<file path="config.mk">
export PLATFORM = sky130hd
export DESIGN_NAME = qte_cordic_cell
export DESIGN_NICKNAME = d
export VERILOG_FILES = /design/src/rtl/core/qte_pkg.sv /design/src/rtl/core/qte_cordic_cell.sv
export SDC_FILE = /design/constraint.sdc
export NUM_CORES = 1
export LEC_CHECK = 0
export ABC_CLOCK_PERIOD_IN_PS = 8450
export BUFFER_PORTS_ARGS = -buffer_cell sky130_fd_sc_hd__buf_4
export CAP_MARGIN = 20
export CORE_ASPECT_RATIO = 1.25
export CORE_MARGIN = 2
export CORE_UTILIZATION = 52
export DETAILED_ROUTE_END_ITERATION = 10
export PLACE_DENSITY = 0.75
export REMOVE_ABC_BUFFERS = 1
export SETUP_SLACK_MARGIN = 0.5
export SYNTH_ARGS = -nofsm -noshare
export SYNTH_HDL_FRONTEND = slang
export SYNTH_SLANG_ARGS = --single-unit
</file>
<file path="constraint.sdc">
create_clock -name clk -period 8.45 [get_ports clk]
set_clock_uncertainty 0.15 [all_clocks]
set_input_delay 0.845 -clock clk [delete_from_list [all_inputs] [get_ports clk]]
set_output_delay 0.845 -clock clk [all_outputs]
set_load 0.05 [all_outputs]
</file>
<file path="src/rtl/core/qte_pkg.sv">
`timescale 1ns / 1ps
// ----------------------------------------------------------------------------
// qte_pkg
// Shared widths, types, the arctangent table and helper functions of the
// quaternion to Euler angle unit.
// ----------------------------------------------------------------------------
package qte_pkg;

	localparam int TW   = 36;          // width of the quaternion product terms
	localparam int SW   = 30;          // width of the clamped asin argument
	localparam int XW   = 37;          // width of the CORDIC x and y registers
	localparam int AW   = 26;          // width of the angle accumulator
	localparam int SQW  = 58;          // width of the square root remainder
	localparam int CW   = 17;          // width of an angle in counts
	localparam int NSQ  = 29;          // square root steps
	localparam int NCOR = 22;          // CORDIC steps
	localparam int NFRONT = 3;         // product, term and radicand stages
	localparam int NST  = NFRONT + NSQ + 1 + NCOR + 1;
	localparam int NLANE = 3;

	localparam logic signed [AW-1:0] QUARTER_TURN = AW'(90 * 65536);
	localparam logic signed [CW-1:0] LIM_WIDE   = CW'(23040);
	localparam logic signed [CW-1:0] LIM_NARROW = CW'(11520);

	localparam logic [21:0] ATAN_TAB [NCOR] = '{
		22'd2949120, 22'd1740967, 22'd919879, 22'd466945, 22'd234379, 22'd117304,
		22'd58666, 22'd29335, 22'd14668, 22'd7334, 22'd3667, 22'd1833, 22'd917,
		22'd458, 22'd229, 22'd115, 22'd57, 22'd29, 22'd14, 22'd7, 22'd4, 22'd2
	};

	typedef logic signed [TW-1:0] term_t;

	typedef struct packed {
		logic signed [SW-1:0] s;
		term_t yaw_n;
		term_t yaw_d;
		term_t rol_n;
		term_t rol_d;
	} side_t;

	typedef struct packed {
		logic signed [XW-1:0] x;
		logic signed [XW-1:0] y;
		logic signed [AW-1:0] acc;
		logic                 zero;
	} cord_t;

	// Brings a vector into the right half plane before the CORDIC steps.
	function automatic cord_t pre_rotate(input logic signed [XW-1:0] y,
		input logic signed [XW-1:0] x);
		cord_t r;
		r.zero = (x == '0) && (y == '0);
		r.x    = x;
		r.y    = y;
		r.acc  = '0;
		if (x < 0) begin
			if (y >= 0) begin
				r.x   = y;
				r.y   = -x;
				r.acc = QUARTER_TURN;
			end else begin
				r.x   = -y;
				r.y   = x;
				r.acc = -QUARTER_TURN;
			end
		end
		return r;
	endfunction

	// Rounds acc to 1/128 degree, clamps it to +-lim; a zero vector gives 0.
	function automatic logic signed [CW-1:0] to_counts(input cord_t c,
		input logic signed [CW-1:0] lim);
		logic signed [AW:0]   sum;
		logic signed [AW-9:0] q;
		logic signed [CW-1:0] r;
		sum = (AW+1)'(c.acc) + (AW+1)'(256);
		q   = sum[AW:9];
		if (q > (AW-8)'(lim))
			r = lim;
		else if (q < -(AW-8)'(lim))
			r = -lim;
		else
			r = q[CW-1:0];
		if (c.zero)
			r = '0;
		return r;
	endfunction

endpackage

</file>
<file path="src/rtl/core/qte_cordic_cell.sv">
`timescale 1ns / 1ps
// ----------------------------------------------------------------------------
// qte_cordic_cell
// One vectoring step of the CORDIC arctangent for a single lane.
// ----------------------------------------------------------------------------
module qte_cordic_cell #(
	parameter int STEP = 0
) (
	input  logic           clk,
	input  logic           en,
	input  qte_pkg::cord_t cin,
	output qte_pkg::cord_t cout
);

	localparam logic signed [qte_pkg::AW-1:0] ANG =
		qte_pkg::AW'(qte_pkg::ATAN_TAB[STEP]);

	logic signed [qte_pkg::XW-1:0] xs, ys;
	qte_pkg::cord_t nx;

	always_comb begin
		xs = cin.x >>> STEP;
		ys = cin.y >>> STEP;
		nx = cin;
		if (cin.y > 0) begin
			nx.x   = cin.x + ys;
			nx.y   = cin.y - xs;
			nx.acc = cin.acc + ANG;
		end else begin
			nx.x   = cin.x - ys;
			nx.y   = cin.y + xs;
			nx.acc = cin.acc - ANG;
		end
	end

	always_ff @(posedge clk) begin
		if (en) begin
			cout <= nx;
		end
	end

endmodule

</file>
==> impl_metrics.tcl, run 1 <==
set metrics [dict create \
    synth_compound_area_share_pct 26.3 \
    ys_warn_count 0 \
    cp_data_required_time_ns 8.43 \
    synth_adder_area_share_pct 15.3 \
    io_pins 204 \
    cp_slowest_cell "ha_1" \
    fillCellCount 1708 \
    ir_drop_mv 0.0949 \
    ff_latch_area_um2 3000 \
    gp_congestion 1.03 \
    grt_overflow 0 \
    yosysSeqAreaShare_pct 30.1 \
    synthMuxAreaShare_pct 1.30 \
    core_area_um2 18800 \
    dr_total_vias 9530 \
    synth_area_per_cell_um2 8.66 \
    maxSlewHeadroom_pct 16.3 \
    vias_per_cell 6.12 \
    path_cells "buf_4, nor4_1, nand4_1, nor2_1, a41o_2, buf_4, inv_2, buf_4, ha_1, inv_1, o21bai_1, a21oi_1, o21ai_0, a21o_1, a21oi_1, xnor2_1" \
    cp_num_buf_inv 5 \
    grt_usage_pct 31.0 \
    htree_levels 3 \
    fin_nets 1542 \
    ctsHoldBuffers 0 \
    port_buffers 203 \
    die_x_um 128 \
    clk_path_buf_depth 2 \
    worstMarginPinSlew_ns 1.24 \
    status "complete, no violations" \
    start_kind "input port" \
    clock.fmax_ghz 0.222 \
    die-area_um2 20300 \
    ctsResizeCount 0 \
    synth_cells 1152 \
    grt_pass1_vias 9281 \
    cp.arrival_ns 4.48 \
    cts_num_sinks 100 \
    drtIter0Drc 806 \
    ys.flop_type "edfxtp_1" \
    cts_made_buffers 9 \
    antenna_left 0 \
    totalWireLength_um 32400 \
    start_util_pct 53.1 \
    synthSimpleGateAreaFrac_pct 13.3 \
    rsz0062_at_grt "no" \
    synth_top_family_by_area "compound AO/OA/AOI/OAI gates" \
    async_flop_share_pct 0 \
    tns_ns 0 \
    antenna_found_initial 0 \
    max_cap_violations 0 \
    slew_viol_final 0 \
    place_hpwl_um 25700 \
    std_cell_rows 56 \
    synthXorXnorAreaFrac_pct 6.85 \
    path_class "input port to flop" \
    cpMostUsedCell "buf_4" \
    synth.ff_latch_count 100 \
    cts_tree "done" \
    final_hold_viol_count 0 \
    drive_gt1_share_pct 19.3 \
    grt_max_degree 59 \
    diodes 0 \
    cts-root-buf "clkbuf_16" \
    hp-class "input port to flop" \
    placed_cells 1540 \
    multi_input_comb_area_um2 6300 \
    postCtsSetupBuffers 0 \
    final.min_clock_period_ns 4.50 \
    cellPowerDensity_nw_per_um2 176 \
    synth.distinct_cells 81 \
    regMostFlops "cout" \
    drt_pass1_iterations 5 \
    fin_crit_sh_pct 53.2 \
    cts.reportedPaths.clkPinSlew_ns 0.08 \
    critPathCaptureType "flop" \
    synth_edf_count 100 \
    fin_cells 1556 \
    setup_violations 0 \
    leakage_nw 5.18 \
    largest_reg_flops 100 \
    grt_pass1_wl_um 49400 \
    critical_path.max_stage_delay_ns 0.40 \
    area_growth_pct 19.0 \
    synth_area_um2 9980 \
    critPathTopFamily "buffers and inverters" \
    largestRegisters "cout: 100 flops" \
    wl_per_cell_um 20.8 \
    fp.dieH_um 159 \
    drc 0 \
    cp_max_fo 46 \
]
==> cells in the mapped netlist, types with 4 or more instances <==
| cell type | instances | area share [%] |
|---|---|---|
| nand3_1 | 16 | 0.80 |
| nand3b_1 | 4 | 0.30 |
| o21ai_0 | 69 | 3.5 |
| xnor2_1 | 68 | 6.0 |
| a211oi_1 | 15 | 1.1 |
| a211o_1 | 4 | 0.35 |
| nor3b_1 | 4 | 0.30 |
| a31oi_1 | 9 | 0.56 |
| nor3_1 | 26 | 1.3 |
| xor2_1 | 10 | 0.88 |
| clkinv_1 | 4 | 0.15 |
| clkbuf_1 | 19 | 0.71 |
| inv_2 | 5 | 0.19 |
| inv_1 | 107 | 4.0 |
| a21oi_1 | 143 | 7.2 |
| o21a_1 | 15 | 1.1 |
| a21o_1 | 26 | 2.0 |
| ha_1 | 116 | 15 |
| buf_1 | 10 | 0.38 |
| a21boi_0 | 4 | 0.30 |
| o22ai_1 | 4 | 0.25 |
| o21ai_1 | 5 | 0.25 |
| nand4_1 | 17 | 1.1 |
| o31ai_1 | 16 | 1.2 |
| nor2b_1 | 11 | 0.69 |
| o21bai_1 | 27 | 2.0 |
| o211ai_1 | 11 | 0.83 |
| nor2_1 | 90 | 3.4 |
| nand2_1 | 60 | 2.3 |
| buf_4 | 5 | 0.38 |
| fa_1 | 4 | 0.80 |
| or3_1 | 5 | 0.31 |
| or2_1 | 4 | 0.25 |
| mux2i_1 | 13 | 1.3 |
| nor4_1 | 15 | 0.94 |
| buf_2 | 15 | 0.75 |
| nand2b_1 | 9 | 0.56 |
| edfxtp_1 | 100 | 30 |
==> logic make-up (layout without fill, tap and decap cells) <==
group	count (synthesis)	count (layout)
xor+xnor	78	78
flops	100	100
mux	13	13
compound gates	399	399
buf+inv	167	339
fa+ha+maj	120	120
simple gates	275	275
==> layout by cell type (no fill, tap or decap), types with 5 or more instances in the layout <==
cell	netlist	final
nand4_1	17	17
nor2_1	90	90
ha_1	116	116
xor2_1	10	10
inv_1	107	106
a21o_1	26	26
mux2i_1	13	13
o31ai_1	16	16
o21ai_0	69	69
inv_2	5	6
nor2b_1	11	11
xnor2_1	68	68
nand2_1	60	60
or3_1	5	5
nand2b_1	9	9
nand3_1	16	16
edfxtp_1	100	100
nor4_1	15	15
a211oi_1	15	15
clkbuf_16	0	9
a31oi_1	9	9
o21ai_1	5	5
o21bai_1	27	27
buf_4	5	207
o211ai_1	11	11
a21oi_1	143	143
o21a_1	15	15
nor3_1	26	26
==> metrics by stage <==
| stage | hold WS [ns] | instance area [µm²] | worst slack [ns] | util [%] | power (W) |
|---|---|---|---|---|---|
| floorplan | 0.794 | 9740 | 2.34 | - | 0.00135 |
| global placement | 0.873 | 11600 | 3.72 | 61.7 | 0.00166 |
| detailed placement | 0.875 | 11600 | 3.64 | 61.7 | 0.00167 |
| CTS | 0.495 | 11900 | 4.01 | 63.2 | 0.00209 |
| global route | 0.493 | 11900 | 3.74 | 63.2 | 0.00218 |
| finish | 0.491 | 11900 | 3.95 | 63.2 | 0.00209 |
==> area by class of cell <==
cell class / count / share of cell area (%)
timing repair buffer: 207 / 13.1
inverter: 116 / 3.67
clock buffer: 9 / 1.90
clock inverter: 7 / 0.559
sequential: 100 / 25.3
multi-input combinational: 885 / 53.1
tap: 232 / 2.44
==> metal layers <==
metal  routed length (µm)  share of wire, %  vias up  global-route usage (%)
li1                     -                 -     4490                       -
met1                12400                38     4476                    36.4
met2                16000                49      459                    53.6
met3                 2060               6.4      105                    3.81
met4                 1900               5.9        0                    18.3
met5                    0                 0        -                       0
==> worst paths after layout <==
kind	startpoint	endpoint	depth (start not counted)
hold / removal	cin[12]	cout[12]	1
setup / recovery	cin[60]	cout[26]	16
==> report_power, final <==
part | internal (W) | switching (W) | total [W]
combinational | 0.000324 | 0.000676 | 0.00100
sequential | 0.000649 | 0.0000229 | 0.000672
clock | 0.000207 | 0.000215 | 0.000422
total | 0.00118 | 0.000914 | 0.00209
Note: power is estimated with default switching activity, not from simulation.
==> run 2: changes to the inputs <==
Settings changed: ABC_AREA from default to 1, ABC_CLOCK_PERIOD_IN_PS 8450 to 3700, PLACE_DENSITY 0.75 to 0.77.
Clock period 8.45 ns to 3.7 ns, I/O delays scaled along.
==> run 2 against run 1 <==
Compared with the run above: area after synthesis grew 14%; power rose by 130%; combinational power up 140%; die area up 14%; sequential power rose by 120%; flip-flop and latch count stayed put.
==> impl_metrics.tcl, run 2 <==
set metrics [dict create \
    status "complete, no violations" \
    ctsHoldBuffers 0 \
    clock.fmax_ghz 0.350 \
    critPathTopFamily "simple AND/OR/NAND/NOR gates" \
    synth_edf_count 100 \
    ys_warn_count 0 \
    drc 0 \
    path_class "input port to flop" \
    rsz0062_at_grt "no" \
    die_x_um 136 \
    htree_levels 3 \
    vias_per_cell 5.65 \
    ys.flop_type "edfxtp_1" \
    cts_num_sinks 100 \
    port_buffers 203 \
    drive_gt1_share_pct 12.9 \
    fin_area_um2 13400 \
    die-area_um2 23200 \
    final_cell_mix "nand2_1, inv_1, buf_4" \
    area_growth_pct 17.1 \
    fin_util_pct 62.0 \
    hold_slack_ns 0.00971 \
    final.min_clock_period_ns 2.85 \
    gp_congestion 1.01 \
    grt_pass1_vias 11900 \
    fin_ws_ns 0.846 \
    grt_overflow 0 \
    critPathCaptureType "flop" \
    ir_drop_mv 0.264 \
    start_kind "input port" \
    cp_slowest_cell "fa_1" \
    diodes 0 \
    fin_nets 2143 \
    final_common_cell "nand2_1" \
    postCtsSetupBuffers 0 \
    leakage_nw 6.95 \
    cts.reportedPaths.clkPinSlew_ns 0.09 \
    fin_crit_sh_pct 77.1 \
    io_pins 204 \
    antenna_found_initial 0 \
    crit_cells 13 \
    cts-root-buf "clkbuf_16" \
    async_flop_share_pct 0 \
    cellPowerDensity_nw_per_um2 367 \
    start_util_pct 53.0 \
    fp.dieH_um 170 \
    cp.arrival_ns 2.83 \
    yosysMostFrequentCell "nand2_1" \
    cp_max_fo 8 \
    drtIter0Drc 1114 \
    place_hpwl_um 34500 \
    maxSlewHeadroom_pct 44.3 \
    yosysSeqAreaShare_pct 26.3 \
    p_total_w 0.00491 \
    max_cap_violations 0 \
    critical_path.max_stage_delay_ns 0.41 \
    post-place-ws_ns 0.497 \
    setup_violations 0 \
    cp_data_required_time_ns 3.68 \
    synth_area_um2 11400 \
    synthTopCellsByCount "nand2_1, inv_1, nand3_1" \
    wl_per_cell_um 18.9 \
    synth_cells 1748 \
    regMostFlops "cout" \
    grt_max_degree 76 \
    dr_total_vias 12400 \
    final_hold_viol_count 0 \
    synthTopCellsByArea "edfxtp_1, nand2_1, ha_1, inv_1, nand3_1" \
    grt_usage_pct 35.4 \
    synth_area_per_cell_um2 6.53 \
    hold_depth 1 \
    clk_path_buf_depth 2 \
    cts_made_buffers 9 \
    synth.top_cell.area_share_pct 26.3 \
    drt_pass1_iterations 6 \
    slew_viol_final 0 \
    largest_reg_flops 100 \
    synth.ff_latch_count 100 \
    core_area_um2 21500 \
    cts_tree "done" \
    antenna_left 0 \
    synth.distinct_cells 38 \
    cp_num_buf_inv 3 \
    totalWireLength_um 41600 \
    std_cell_rows 60 \
    hp-class "input port to flop" \
    grt_pass1_wl_um 62100 \
    path_cells "buf_4, inv_1, nand4_1, nor3_1, nand4_1, nand2_2, inv_2, fa_1, o21ai_0, a21oi_1, nor2_1, nor2_1, xnor2_1" \
    yosys.area.top_type "edfxtp_1" \
    placed_area_um2 13000 \
    largestRegisters "cout: 100 flops" \
    ctsResizeCount 0 \
    worstMarginPinSlew_ns 0.836 \
]
[run 2: routing by layer]
metal,global-route usage (%),routed length (µm)
met1,41.5,15600
met2,61.1,20400
met3,5.05,3100
met4,20.7,2490
met5,0,0
[run 2: logic make-up (layout without fill, tap and decap cells)]
logic type	after synthesis	in the layout	synth area share [%]
AND/OR/NAND/NOR	902	902	32.7
flip-flops	100	100	26.3
adder cells (fa/ha/maj)	120	120	13.4
AO/OA/AOI/OAI	277	277	13.0
buffers and inverters	299	476	10.7
XOR/XNOR	50	50	3.84
[run 2: metrics by stage]
step | cells | setup TNS (ns)
3_5_place_dp | 2188 | 0
6_report | 2204 | 0
5_1_grt | 2204 | 0
2_1_floorplan | 1702 | -5.38
3_3_place_gp | 2188 | 0
4_1_cts | 2204 | 0
[run 2: final cells by class]
type | count | area [µm²]
inverter | 253 | 950
tap | 279 | 349
clock inverter | 7 | 91.3
multi-input combinational | 1349 | 7190
clock buffer | 9 | 225
sequential | 100 | 3000
timing repair buffer | 207 | 1550
fill | 2103 | 8180
[run 2: final timing paths]
check             startpoint  endpoint  slack [ns]
setup / recovery     cin[29]  cout[23]        0.85
hold / removal       cin[11]  cout[11]        0.01
[run 2: power by group]
group	total [W]	switching, W	internal, W
Sequential	0.00149	0.0000437	0.00145
Clock	0.00105	0.000554	0.000491
Combinational	0.00237	0.00167	0.000696
