--- config.mk ---
export PLATFORM = sky130hd
export DESIGN_NAME = qte_sqrt_cell
export DESIGN_NICKNAME = d
export VERILOG_FILES = /design/src/rtl/core/qte_pkg.sv /design/src/rtl/core/qte_sqrt_cell.sv
export SDC_FILE = /design/constraint.sdc
export NUM_CORES = 1
export LEC_CHECK = 0
export BUFFER_PORTS_ARGS = -buffer_cell sky130_fd_sc_hd__buf_4
export CAP_MARGIN = 40
export CORE_MARGIN = 8
export CORE_UTILIZATION = 53
export DETAILED_ROUTE_END_ITERATION = 12
export GPL_TIMING_DRIVEN = 0
export PLACE_DENSITY = 0.82
export SETUP_SLACK_MARGIN = 0.5
export SLEW_MARGIN = 20
export SYNTH_ARGS = -nofsm -noshare
export SYNTH_HDL_FRONTEND = slang
export SYNTH_SLANG_ARGS = --single-unit
--- constraint.sdc ---
create_clock -name clk -period 4.9 [get_ports clk]
set_input_delay 1.47 -clock clk [delete_from_list [all_inputs] [get_ports clk]]
set_output_delay 1.47 -clock clk [all_outputs]
set_load 0.01 [all_outputs]
--- src/rtl/core/qte_pkg.sv ---
`timescale 1ns / 1ps
// ----------------------------------------------------------------------------
// qte_pkg
// Shared widths, types, the arctangent table and helper functions of the
// quaternion to Euler angle unit.
// ----------------------------------------------------------------------------
package qte_pkg;

	localparam int TW   = 36;          // width of the quaternion product terms
	localparam int SW   = 30;          // width of the clamped asin argument
	localparam int XW   = 37;          // width of the CORDIC x and y registers
	localparam int AW   = 26;          // width of the angle accumulator
	localparam int SQW  = 58;          // width of the square root remainder
	localparam int CW   = 17;          // width of an angle in counts
	localparam int NSQ  = 29;          // square root steps
	localparam int NCOR = 22;          // CORDIC steps
	localparam int NFRONT = 3;         // product, term and radicand stages
	localparam int NST  = NFRONT + NSQ + 1 + NCOR + 1;
	localparam int NLANE = 3;

	localparam logic signed [AW-1:0] QUARTER_TURN = AW'(90 * 65536);
	localparam logic signed [CW-1:0] LIM_WIDE   = CW'(23040);
	localparam logic signed [CW-1:0] LIM_NARROW = CW'(11520);

	localparam logic [21:0] ATAN_TAB [NCOR] = '{
		22'd2949120, 22'd1740967, 22'd919879, 22'd466945, 22'd234379, 22'd117304,
		22'd58666, 22'd29335, 22'd14668, 22'd7334, 22'd3667, 22'd1833, 22'd917,
		22'd458, 22'd229, 22'd115, 22'd57, 22'd29, 22'd14, 22'd7, 22'd4, 22'd2
	};

	typedef logic signed [TW-1:0] term_t;

	typedef struct packed {
		logic signed [SW-1:0] s;
		term_t yaw_n;
		term_t yaw_d;
		term_t rol_n;
		term_t rol_d;
	} side_t;

	typedef struct packed {
		logic signed [XW-1:0] x;
		logic signed [XW-1:0] y;
		logic signed [AW-1:0] acc;
		logic                 zero;
	} cord_t;

	// Brings a vector into the right half plane before the CORDIC steps.
	function automatic cord_t pre_rotate(input logic signed [XW-1:0] y,
		input logic signed [XW-1:0] x);
		cord_t r;
		r.zero = (x == '0) && (y == '0);
		r.x    = x;
		r.y    = y;
		r.acc  = '0;
		if (x < 0) begin
			if (y >= 0) begin
				r.x   = y;
				r.y   = -x;
				r.acc = QUARTER_TURN;
			end else begin
				r.x   = -y;
				r.y   = x;
				r.acc = -QUARTER_TURN;
			end
		end
		return r;
	endfunction

	// Rounds acc to 1/128 degree, clamps it to +-lim; a zero vector gives 0.
	function automatic logic signed [CW-1:0] to_counts(input cord_t c,
		input logic signed [CW-1:0] lim);
		logic signed [AW:0]   sum;
		logic signed [AW-9:0] q;
		logic signed [CW-1:0] r;
		sum = (AW+1)'(c.acc) + (AW+1)'(256);
		q   = sum[AW:9];
		if (q > (AW-8)'(lim))
			r = lim;
		else if (q < -(AW-8)'(lim))
			r = -lim;
		else
			r = q[CW-1:0];
		if (c.zero)
			r = '0;
		return r;
	endfunction

endpackage

--- src/rtl/core/qte_sqrt_cell.sv ---
`timescale 1ns / 1ps
// ----------------------------------------------------------------------------
// qte_sqrt_cell
// One step of the digit by digit integer square root, with side data that
// travels alongside.
// ----------------------------------------------------------------------------
module qte_sqrt_cell #(
	parameter int SH = 56,
	parameter int PW = 8
) (
	input  logic                    clk,
	input  logic                    en,
	input  logic [qte_pkg::SQW-1:0] rem_in,
	input  logic [qte_pkg::SQW-1:0] root_in,
	input  logic [PW-1:0]           side_in,
	output logic [qte_pkg::SQW-1:0] rem_out,
	output logic [qte_pkg::SQW-1:0] root_out,
	output logic [PW-1:0]           side_out
);

	localparam logic [qte_pkg::SQW-1:0] BIT = qte_pkg::SQW'(1) << SH;

	logic [qte_pkg::SQW-1:0] trial, rem_nx, root_nx;

	always_comb begin
		trial = root_in + BIT;
		if (rem_in >= trial) begin
			rem_nx  = rem_in - trial;
			root_nx = (root_in >> 1) + BIT;
		end else begin
			rem_nx  = rem_in;
			root_nx = root_in >> 1;
		end
	end

	always_ff @(posedge clk) begin
		if (en) begin
			rem_out  <= rem_nx;
			root_out <= root_nx;
			side_out <= side_in;
		end
	end

endmodule

==> flow_metrics.env, run 1 <==
export IMPL_nNetsFinal=1261
export IMPL_synth_edf_count=124
export IMPL_relSlewSlack=0.553
export IMPL_regArea_um2=3720
export IMPL_die_area_um2=20400
export IMPL_peakVddDrop_uv=228
export IMPL_drtPass1Iterations=6
export IMPL_comb_power_share=0.314
export IMPL_grt_pass1_vias=7358
export IMPL_worst_slack_ps=493
export IMPL_report_final_hold_viol_count=0
export IMPL_powerDensity_nw_per_um2=331
export IMPL_synth_top_flop_cell="edfxtp_1"
export IMPL_die_h_um=143
export IMPL_cp_max_fo=6
export IMPL_max_stage_delay_ps=340
export IMPL_ys_seq_area_frac=0.438
export IMPL_fmax_mhz=227
export IMPL_fin_crit_ps=4410
export IMPL_rows=46
export IMPL_internal_power_mw=2.70
export IMPL_crit_chain="buf_8, inv_6, ha_4, inv_2, fa_2, a21o_1, a221o_1, a22oi_2, a211oi_2, o21ai_2, a21oi_4, a311oi_4, buf_6, o21ai_4, buf_12, buf_12, mux2_4"
export IMPL_cap_violations=0
export IMPL_vias=7549
export IMPL_grt_ovfl_total=0
export IMPL_cts_buffers=17
export IMPL_drc_errors=0
export IMPL_status="completed"
export IMPL_clkPwrFrac=0.331
export IMPL_root_buffer="clkbuf_16"
export IMPL_synthToLayoutAreaGrowth_pct=35.6
export IMPL_cts_htree_levels=4
export IMPL_gp_congestion=0.928
export IMPL_antenna_found_initial=0
export IMPL_synthArstFlopShare=0
export IMPL_seqPwrFrac=0.355
export IMPL_cts_buffer_depth=2
export IMPL_drive_gt1_frac=0.332
export IMPL_routed_wl_um=26000
export IMPL_cts_sinks=124
export IMPL_use_met2=0.405
export IMPL_grt_pass1_wl_um=39100
export IMPL_drv_slew=0
export IMPL_tightest_slew_ps=670
export IMPL_synthCells=794
export IMPL_portBuffers=249
export IMPL_dpl_hpwl_um=19600
export IMPL_start_util=0.539
export IMPL_cts_tree="done"
export IMPL_final_cell_mix="254 x buf_4, 124 x edfxtp_1, 71 x inv_1"
export IMPL_p_switching_mw=1.11
export IMPL_hp_start="side_in[7]"
export IMPL_pin_count=250
export IMPL_ys_ff_latch=124
export IMPL_final_period_utilization=0.899
export IMPL_path_class="input pin to flip-flop"
export IMPL_rsz0062_at_grt="yes"
export IMPL_n_antenna_cell=0
export IMPL_syn_cell_area_um2=8500
export IMPL_pre_cts_ws_ps=-223
export IMPL_avgViaCountPerCell=5.78
export IMPL_met1_usage=0.304
export IMPL_multiInputGateArea_um2=4390
export IMPL_path_clk_slew_ps=60
export IMPL_slowest_stage="fa_2"
export IMPL_worst_hold_slack_ps=1220
export IMPL_synth_area_per_cell_um2=10.7
export IMPL_cp_common_cell="buf_12"
export IMPL_cp_data_required_time_ps=5060
export IMPL_grt_use_met3=0.0634
export IMPL_die_x_um=143
export IMPL_grt_use_total=0.248
export IMPL_coreArea_um2=15800
export IMPL_fill_cells=1203
export IMPL_end_kind="flip-flop"
export IMPL_wl_per_cell_um=19.9
export IMPL_crit_family="compound AO/OA/AOI/OAI gates"
export IMPL_finalSetupViolCount=0
export IMPL_post_dp_cell_area_um2=10700
export IMPL_syn_nets=979
export IMPL_arrival_ps=4570
export IMPL_ys_warn_count=0
export IMPL_drt_iter0_drc=735
export IMPL_switching_share=0.292
export IMPL_hold_end="side_out[7]$_DFFE_PP_"
export IMPL_top_usage_layer="met2"
export IMPL_hp_class="input pin to flip-flop"
export IMPL_start_kind="input pin"
export IMPL_crit_buf_inv=6
export IMPL_leakagePower_nw=5.16
export IMPL_postRouteAntennaNets=0
export IMPL_hold_depth=1
export IMPL_fin_area_um2=11500
export IMPL_synth_cell_type_count=64
export IMPL_layout_commonest_cell="buf_4"
export IMPL_grt_max_degree=76
[cell type report]
cell class | instances | share of cell area
Sequential cell | 124 | 0.323
Timing Repair Buffer | 263 | 0.180
Buffer | 35 | 0.0179
Multi-Input combinational cell | 562 | 0.381
Inverter | 73 | 0.0242
Clock inverter | 13 | 0.0129
Tap cell | 216 | 0.0234
Clock buffer | 19 | 0.0376
[kinds of logic (layout without fill, tap and decap cells)]
group | count (synthesis) | count (layout) | share of synthesized area
AO/OA/AOI/OAI | 236 | 236 | 0.189
AND/OR/NAND/NOR | 171 | 171 | 0.104
flip-flops | 124 | 124 | 0.438
buffers and inverters | 108 | 403 | 0.0516
adder cells (fa/ha/maj) | 59 | 59 | 0.0877
multiplexers | 52 | 52 | 0.0845
XOR/XNOR | 44 | 44 | 0.0453
[cells in the mapped netlist, types with 15 or more instances]
library cell,number,area (um2)
o21a_1,15,113
clkbuf_1,30,113
ha_1,58,726
nand3_1,16,80.1
mux2_4,37,556
o211ai_1,17,128
edfxtp_1,124,3720
nor2_1,31,116
a21o_1,35,263
nand4_1,16,100
nand2_1,33,124
inv_1,73,274
nor3_1,21,105
o21ai_0,33,165
a21oi_1,66,330
xnor2_1,30,263
[state kept, by name (all words and copies together), names as in the netlist]
name and flops:
side_out 8, root_out 58, rem_out 58
[metal layers]
metal  share of wire  vias to the layer above
met2            0.48                      408
met4           0.035                        0
met5               0                        -
met3           0.097                       61
met1            0.39                     3512
li1                -                     3568
[power groups by stage]
stage / registers [mW] / clock network (mW) / logic (mW)
5_1_grt: 1.36 / 1.32 / 1.29
6_report: 1.35 / 1.26 / 1.20
3_3_place_gp: 1.37 / 0 / 1.09
2_1_floorplan: 1.44 / 0 / 0.597
3_5_place_dp: 1.38 / 0 / 1.11
4_1_cts: 1.36 / 1.27 / 1.14
[per-stage QoR]
stage / setup TNS, ps / std cells / power [mW] / utilization
floorplan: 0 / 794 / 2.04 / -
global placement: -7460 / 1259 / 2.46 / 0.676
detailed placement: -7590 / 1260 / 2.49 / 0.678
CTS: 0 / 1299 / 3.77 / 0.720
global route: 0 / 1305 / 3.97 / 0.731
finish: 0 / 1305 / 3.82 / 0.731
[worst max path at each step]
stage,endpoint,from,slack (ps),depth (start not counted)
after floorplan,rem_out[10]$_DFFE_PP_,rem_in[0],510,14
after global placement,rem_out[55]$_DFFE_PP_,rem_in[0],-220,15
after detailed placement,rem_out[48]$_DFFE_PP_,rem_in[0],-220,14
after CTS,rem_out[56]$_DFFE_PP_,rem_in[0],500,16
after global routing,rem_out[56]$_DFFE_PP_,rem_in[0],390,17
final,rem_out[56]$_DFFE_PP_,rem_in[0],490,17
[what timing repair did]
item,CTS,global route
gates resized for setup,9,17
gates cloned,0,3
setup buffers,7,3
pin swaps,5,7
hold buffers,0,0
setup endpoints to repair,60,58
Power figures use the tool's default switching activity.
==> run 2: changes to the inputs <==
ABC_AREA = 1   (was default)
CORE_UTILIZATION = 55   (was 53)
==> flow_metrics.env, run 2 <==
export IMPL_cts_sinks=124
export IMPL_die_area_um2=23100
export IMPL_cp_max_fo=10
export IMPL_yosysMostFrequentCell="nand2_1"
export IMPL_crit_chain="buf_4, inv_1, ha_1, inv_1, fa_1, nand3_1, nand3_1, nand2_1, nand3_1, nand2_2, nand3_2, buf_8, buf_12, nand3_1, nand2_1"
export IMPL_grt_pass1_vias=10400
export IMPL_avgViaCountPerCell=5.32
export IMPL_internal_power_mw=2.50
export IMPL_cts_hold_buf=0
export IMPL_syn_nets=1717
export IMPL_reg_largest_list="rem_out x58, root_out x58, side_out x8"
export IMPL_ys_seq_area_frac=0.365
export IMPL_nNetsFinal=1986
export IMPL_switching_share=0.353
export IMPL_grt_max_degree=72
export IMPL_end_kind="flip-flop"
export IMPL_drt_iter0_drc=1041
export IMPL_coreArea_um2=18100
export IMPL_grt_use_total=0.308
export IMPL_postRouteAntennaNets=0
export IMPL_rows=49
export IMPL_n_antenna_cell=0
export IMPL_arrival_ps=4190
export IMPL_slowest_stage="fa_1"
export IMPL_stdcell_count=2043
export IMPL_dpl_hpwl_um=30100
export IMPL_grt_pass1_wl_um=55800
export IMPL_seqPwrFrac=0.351
export IMPL_cp_data_required_time_ps=5070
export IMPL_wl_per_cell_um=17.9
export IMPL_synth_top_family_by_area="simple AND/OR/NAND/NOR gates"
export IMPL_synth_cell_type_count=31
export IMPL_final_period_utilization=0.820
export IMPL_die_x_um=152
export IMPL_post_cts_setup_buffers=0
export IMPL_relSlewSlack=0.632
export IMPL_path_clk_slew_ps=60
export IMPL_power_mw=3.87
export IMPL_p_switching_mw=1.37
export IMPL_synth_adder_area_share=0.0732
export IMPL_hp_class="input pin to flip-flop"
export IMPL_cts_htree_levels=4
export IMPL_cp_common_cell="nand3_1"
export IMPL_fmax_mhz=249
export IMPL_powerDensity_nw_per_um2=299
export IMPL_antenna_found_initial=0
export IMPL_synthCells=1532
export IMPL_cts_tree="done"
export IMPL_final_cell_mix="596 x nand2_1, 374 x inv_1, 248 x buf_4"
export IMPL_leakagePower_nw=7.35
export IMPL_start_kind="input pin"
export IMPL_synth_compound_area_share=0.0389
export IMPL_setup_tns_ps=0
export IMPL_synth_top_cell_by_area="edfxtp_1"
export IMPL_multiInputGateArea_um2=4930
export IMPL_pin_count=250
export IMPL_vias=10900
export IMPL_tightest_slew_ps=552
export IMPL_yosys_mux_area_fraction=0
export IMPL_ys_top_cells_by_count="596 x nand2_1, 374 x inv_1, 124 x edfxtp_1"
export IMPL_grt_ovfl_total=0
export IMPL_report_final_hold_viol_count=0
export IMPL_cts_buffer_depth=2
export IMPL_regArea_um2=3720
export IMPL_synth_area_per_cell_um2=6.65
export IMPL_synth_edf_count=124
export IMPL_finalSetupViolCount=0
export IMPL_postCtsResizedCells=0
export IMPL_routed_wl_um=36600
export IMPL_drive_gt1_frac=0.179
export IMPL_synthArstFlopShare=0
export IMPL_portBuffers=249
export IMPL_peakVddDrop_uv=244
export IMPL_path_class="input pin to flip-flop"
export IMPL_root_buffer="clkbuf_16"
export IMPL_status="completed"
export IMPL_drv_slew=0
export IMPL_fill_cells=1409
export IMPL_utilization=0.716
export IMPL_cap_violations=0
export IMPL_die_h_um=152
export IMPL_gp_congestion=0.980
export IMPL_synthToLayoutAreaGrowth_pct=27.0
export IMPL_synthTopCellsByArea="edfxtp_1 37%, nand2_1 22%, inv_1 14%"
export IMPL_place_inst=2011
export IMPL_start_util=0.564
export IMPL_ys_warn_count=0
export IMPL_rsz0062_at_grt="no"
export IMPL_comb_power_share=0.327
export IMPL_ys_ff_latch=124
export IMPL_syn_cell_area_um2=10200
export IMPL_drtPass1Iterations=6
export IMPL_synth_simple_area_share=0.346
export IMPL_max_stage_delay_ps=440
export IMPL_synth_top_area_share=0.365
export IMPL_layout_commonest_cell="nand2_1"
export IMPL_synth_xor_area_frac=0.0258
export IMPL_synth_top_flop_cell="edfxtp_1"
export IMPL_cts_buffers=17
export IMPL_fin_crit_ps=4020
export IMPL_clkPwrFrac=0.321
export IMPL_drc_errors=0
-- run 2: final cells by class --
cell class,count,area share
multi-input cells,1010,0.381
clock buffers,17,0.0329
repair buffers,250,0.147
flip-flops and latches,124,0.288
well taps,229,0.0221
clock inverters,15,0.0107
plain buffers,18,0.00860
inverters,380,0.110
-- run 2: worst max-delay path: cells and delay by family --
family        cells  cell delay [ps]
buf+inv           5              710
simple gates      8             1390
fa+ha+maj         2              590
-- run 2: kinds of logic (layout without fill, tap and decap cells) --
kind of cell,after synthesis,count (layout)
adder cells (fa/ha/maj),59,59
buffers and inverters,398,680
XOR/XNOR,30,30
AND/OR/NAND/NOR,844,844
flip-flops,124,124
AO/OA/AOI/OAI,77,77
-- run 2: final timing paths --
check / start / cells past startpoint / slack, ps / to
hold / removal: side_in[3] / 1 / 1220 / side_out[3]$_DFFE_PP_
setup / recovery: rem_in[0] / 15 / 880 / rem_out[41]$_DFFE_PP_
-- run 2: per-stage QoR --
| step | instance area, um2 | hold WS [ps] | setup slack, ps |
|---|---|---|---|
| 2_1_floorplan | 10200 | 1570 | 1490 |
| 3_3_place_gp | 12300 | 1650 | 527 |
| 3_5_place_dp | 12400 | 1650 | 507 |
| 4_1_cts | 12900 | 1210 | 953 |
| 5_1_grt | 12900 | 1210 | 773 |
| 6_report | 12900 | 1220 | 880 |
-- run 2: per-layer routing --
layer	vias to the layer above	GRT usage	wire length (um)
li1	5242	-	-
met1	4902	0.379	14800
met2	641	0.510	16800
met3	91	0.0791	3800
met4	0	0.120	1200
met5	-	0	0
-- run 2: power groups by stage --
stage               sequential [mW]  clock, mW  combinational, mW
floorplan                      1.45          0              0.606
global placement               1.38          0               1.20
detailed placement             1.38          0               1.24
CTS                            1.36       1.24               1.25
global route                   1.37       1.28               1.38
finish                         1.36       1.24               1.27
==> run 3: changes to the inputs <==
clock period = 4 ns   (was 4.9 ns; I/O delays follow)
==> flow_metrics.env, run 3 (synthesized netlist as in run 2, its figures left out) <==
export IMPL_pin_count=250
export IMPL_root_buffer="clkbuf_16"
export IMPL_drt_iter0_drc=1009
export IMPL_reg_largest_list="rem_out x58, root_out x58, side_out x8"
export IMPL_grt_ovfl_total=0
export IMPL_worst_slack_ps=529
export IMPL_fmax_mhz=288
export IMPL_utilization=0.719
export IMPL_tightest_slew_ps=548
export IMPL_leakagePower_nw=7.37
export IMPL_cts_htree_levels=4
export IMPL_clkPwrFrac=0.322
export IMPL_grt_max_degree=72
export IMPL_p_switching_mw=1.69
export IMPL_rows=49
export IMPL_powerDensity_nw_per_um2=366
export IMPL_rsz0062_at_grt="yes"
export IMPL_hp_class="input pin to flip-flop"
export IMPL_cp_common_cell="nand2_1"
export IMPL_slowest_stage="ha_1"
export IMPL_hp_start="side_in[3]"
export IMPL_antenna_found_initial=0
export IMPL_die_area_um2=23100
export IMPL_internal_power_mw=3.08
export IMPL_finalSetupViolCount=0
export IMPL_drive_gt1_frac=0.184
export IMPL_synthToLayoutAreaGrowth_pct=27.6
export IMPL_vias=10800
export IMPL_multiInputGateArea_um2=4970
export IMPL_grt_pass1_vias=10400
export IMPL_hold_end="side_out[3]$_DFFE_PP_"
export IMPL_cts_buffer_depth=2
export IMPL_gp_congestion=0.980
export IMPL_end_kind="flip-flop"
export IMPL_routed_wl_um=36700
export IMPL_peakVddDrop_uv=305
export IMPL_path_clk_slew_ps=70
export IMPL_power_mw=4.77
export IMPL_grt_pass1_wl_um=55800
export IMPL_status="completed"
export IMPL_path_class="input pin to flip-flop"
export IMPL_crit_chain="buf_4, ha_1, nand2_2, inv_1, nand2_1, nand2_1, a21oi_1, nand2_2, a21oi_4, nand3_4, buf_8, buf_12, nand3_1, nand2_1"
export IMPL_die_h_um=152
export IMPL_fill_cells=1403
export IMPL_comb_power_share=0.329
export IMPL_avgViaCountPerCell=5.30
export IMPL_final_cell_mix="593 x nand2_1, 374 x inv_1, 251 x buf_4"
export IMPL_report_final_hold_viol_count=0
export IMPL_postRouteAntennaNets=0
export IMPL_start_kind="input pin"
export IMPL_cp_max_fo=10
export IMPL_arrival_ps=3640
export IMPL_cts_buffers=17
export IMPL_max_stage_delay_ps=420
export IMPL_cp_data_required_time_ps=4170
export IMPL_cap_violations=0
export IMPL_coreArea_um2=18100
export IMPL_wl_per_cell_um=17.9
export IMPL_pre_cts_ws_ps=-123
export IMPL_cts_sinks=124
export IMPL_n_antenna_cell=0
export IMPL_die_x_um=152
export IMPL_drv_slew=0
export IMPL_switching_share=0.355
export IMPL_nNetsFinal=1989
export IMPL_dpl_hpwl_um=30100
export IMPL_grt_use_total=0.309
export IMPL_seqPwrFrac=0.350
export IMPL_start_util=0.564
export IMPL_cts_tree="done"
export IMPL_portBuffers=249
export IMPL_relSlewSlack=0.635
export IMPL_layout_commonest_cell="nand2_1"
export IMPL_hold_depth=1
export IMPL_drc_errors=0
export IMPL_fin_crit_ps=3470
export IMPL_final_period_utilization=0.868
export IMPL_drtPass1Iterations=7
export IMPL_regArea_um2=3720
run 3: critical path: cells and delay by family:
kind / cells / cell delay (ps)
compound gates: 2 / 520
buf+inv: 4 / 560
simple gates: 7 / 910
fa+ha+maj: 1 / 420
run 3: power groups by stage:
stage          Sequential, mW  Combinational (mW)  Clock [mW]
2_1_floorplan            1.78               0.743           0
3_3_place_gp             1.69                1.46           0
3_5_place_dp             1.69                1.52           0
4_1_cts                  1.67                1.53        1.52
5_1_grt                  1.68                1.70        1.57
6_report                 1.67                1.57        1.53
run 3: layer usage:
layer  vias up  GRT usage  share of wire
met5         -          0              0
li1       5237          -              -
met2       612      0.508           0.46
met1      4910      0.381           0.40
met4         0      0.122          0.032
met3        85     0.0791           0.11
run 3: how the worst max path moves through the flow:
stage	from	end	cells after the start
2_1_floorplan	rem_in[0]	rem_out[41]$_DFFE_PP_	14
3_3_place_gp	rem_in[36]	rem_out[41]$_DFFE_PP_	14
3_5_place_dp	rem_in[36]	rem_out[41]$_DFFE_PP_	14
4_1_cts	rem_in[36]	rem_out[41]$_DFFE_PP_	14
5_1_grt	root_in[44]	rem_out[7]$_DFFE_PP_	11
6_report	rem_in[36]	rem_out[41]$_DFFE_PP_	14
run 3: what timing repair did:
item                       CTS  global route
hold buffers                 0             0
setup buffers                1             2
pin swaps                    1             2
gates resized for setup      3             7
setup endpoints to repair   20            23
run 3: metrics by stage:
stage	hold WS (ps)	setup TNS, ps	cell area [um2]	std cells
floorplan	1300	0	10200	1532
global placement	1380	-145	12300	2010
detailed placement	1380	-236	12400	2011
CTS	940	0	13000	2044
global route	937	0	13000	2046
finish	941	0	13000	2046
run 3: cell type report:
type,instances,share of cell area
multi-input combinational,1010,0.382
sequential,124,0.286
timing repair buffer,253,0.148
inverter,380,0.110
clock buffer,17,0.0327
tap,229,0.0220
clock inverter,15,0.0107
buffer,18,0.00895
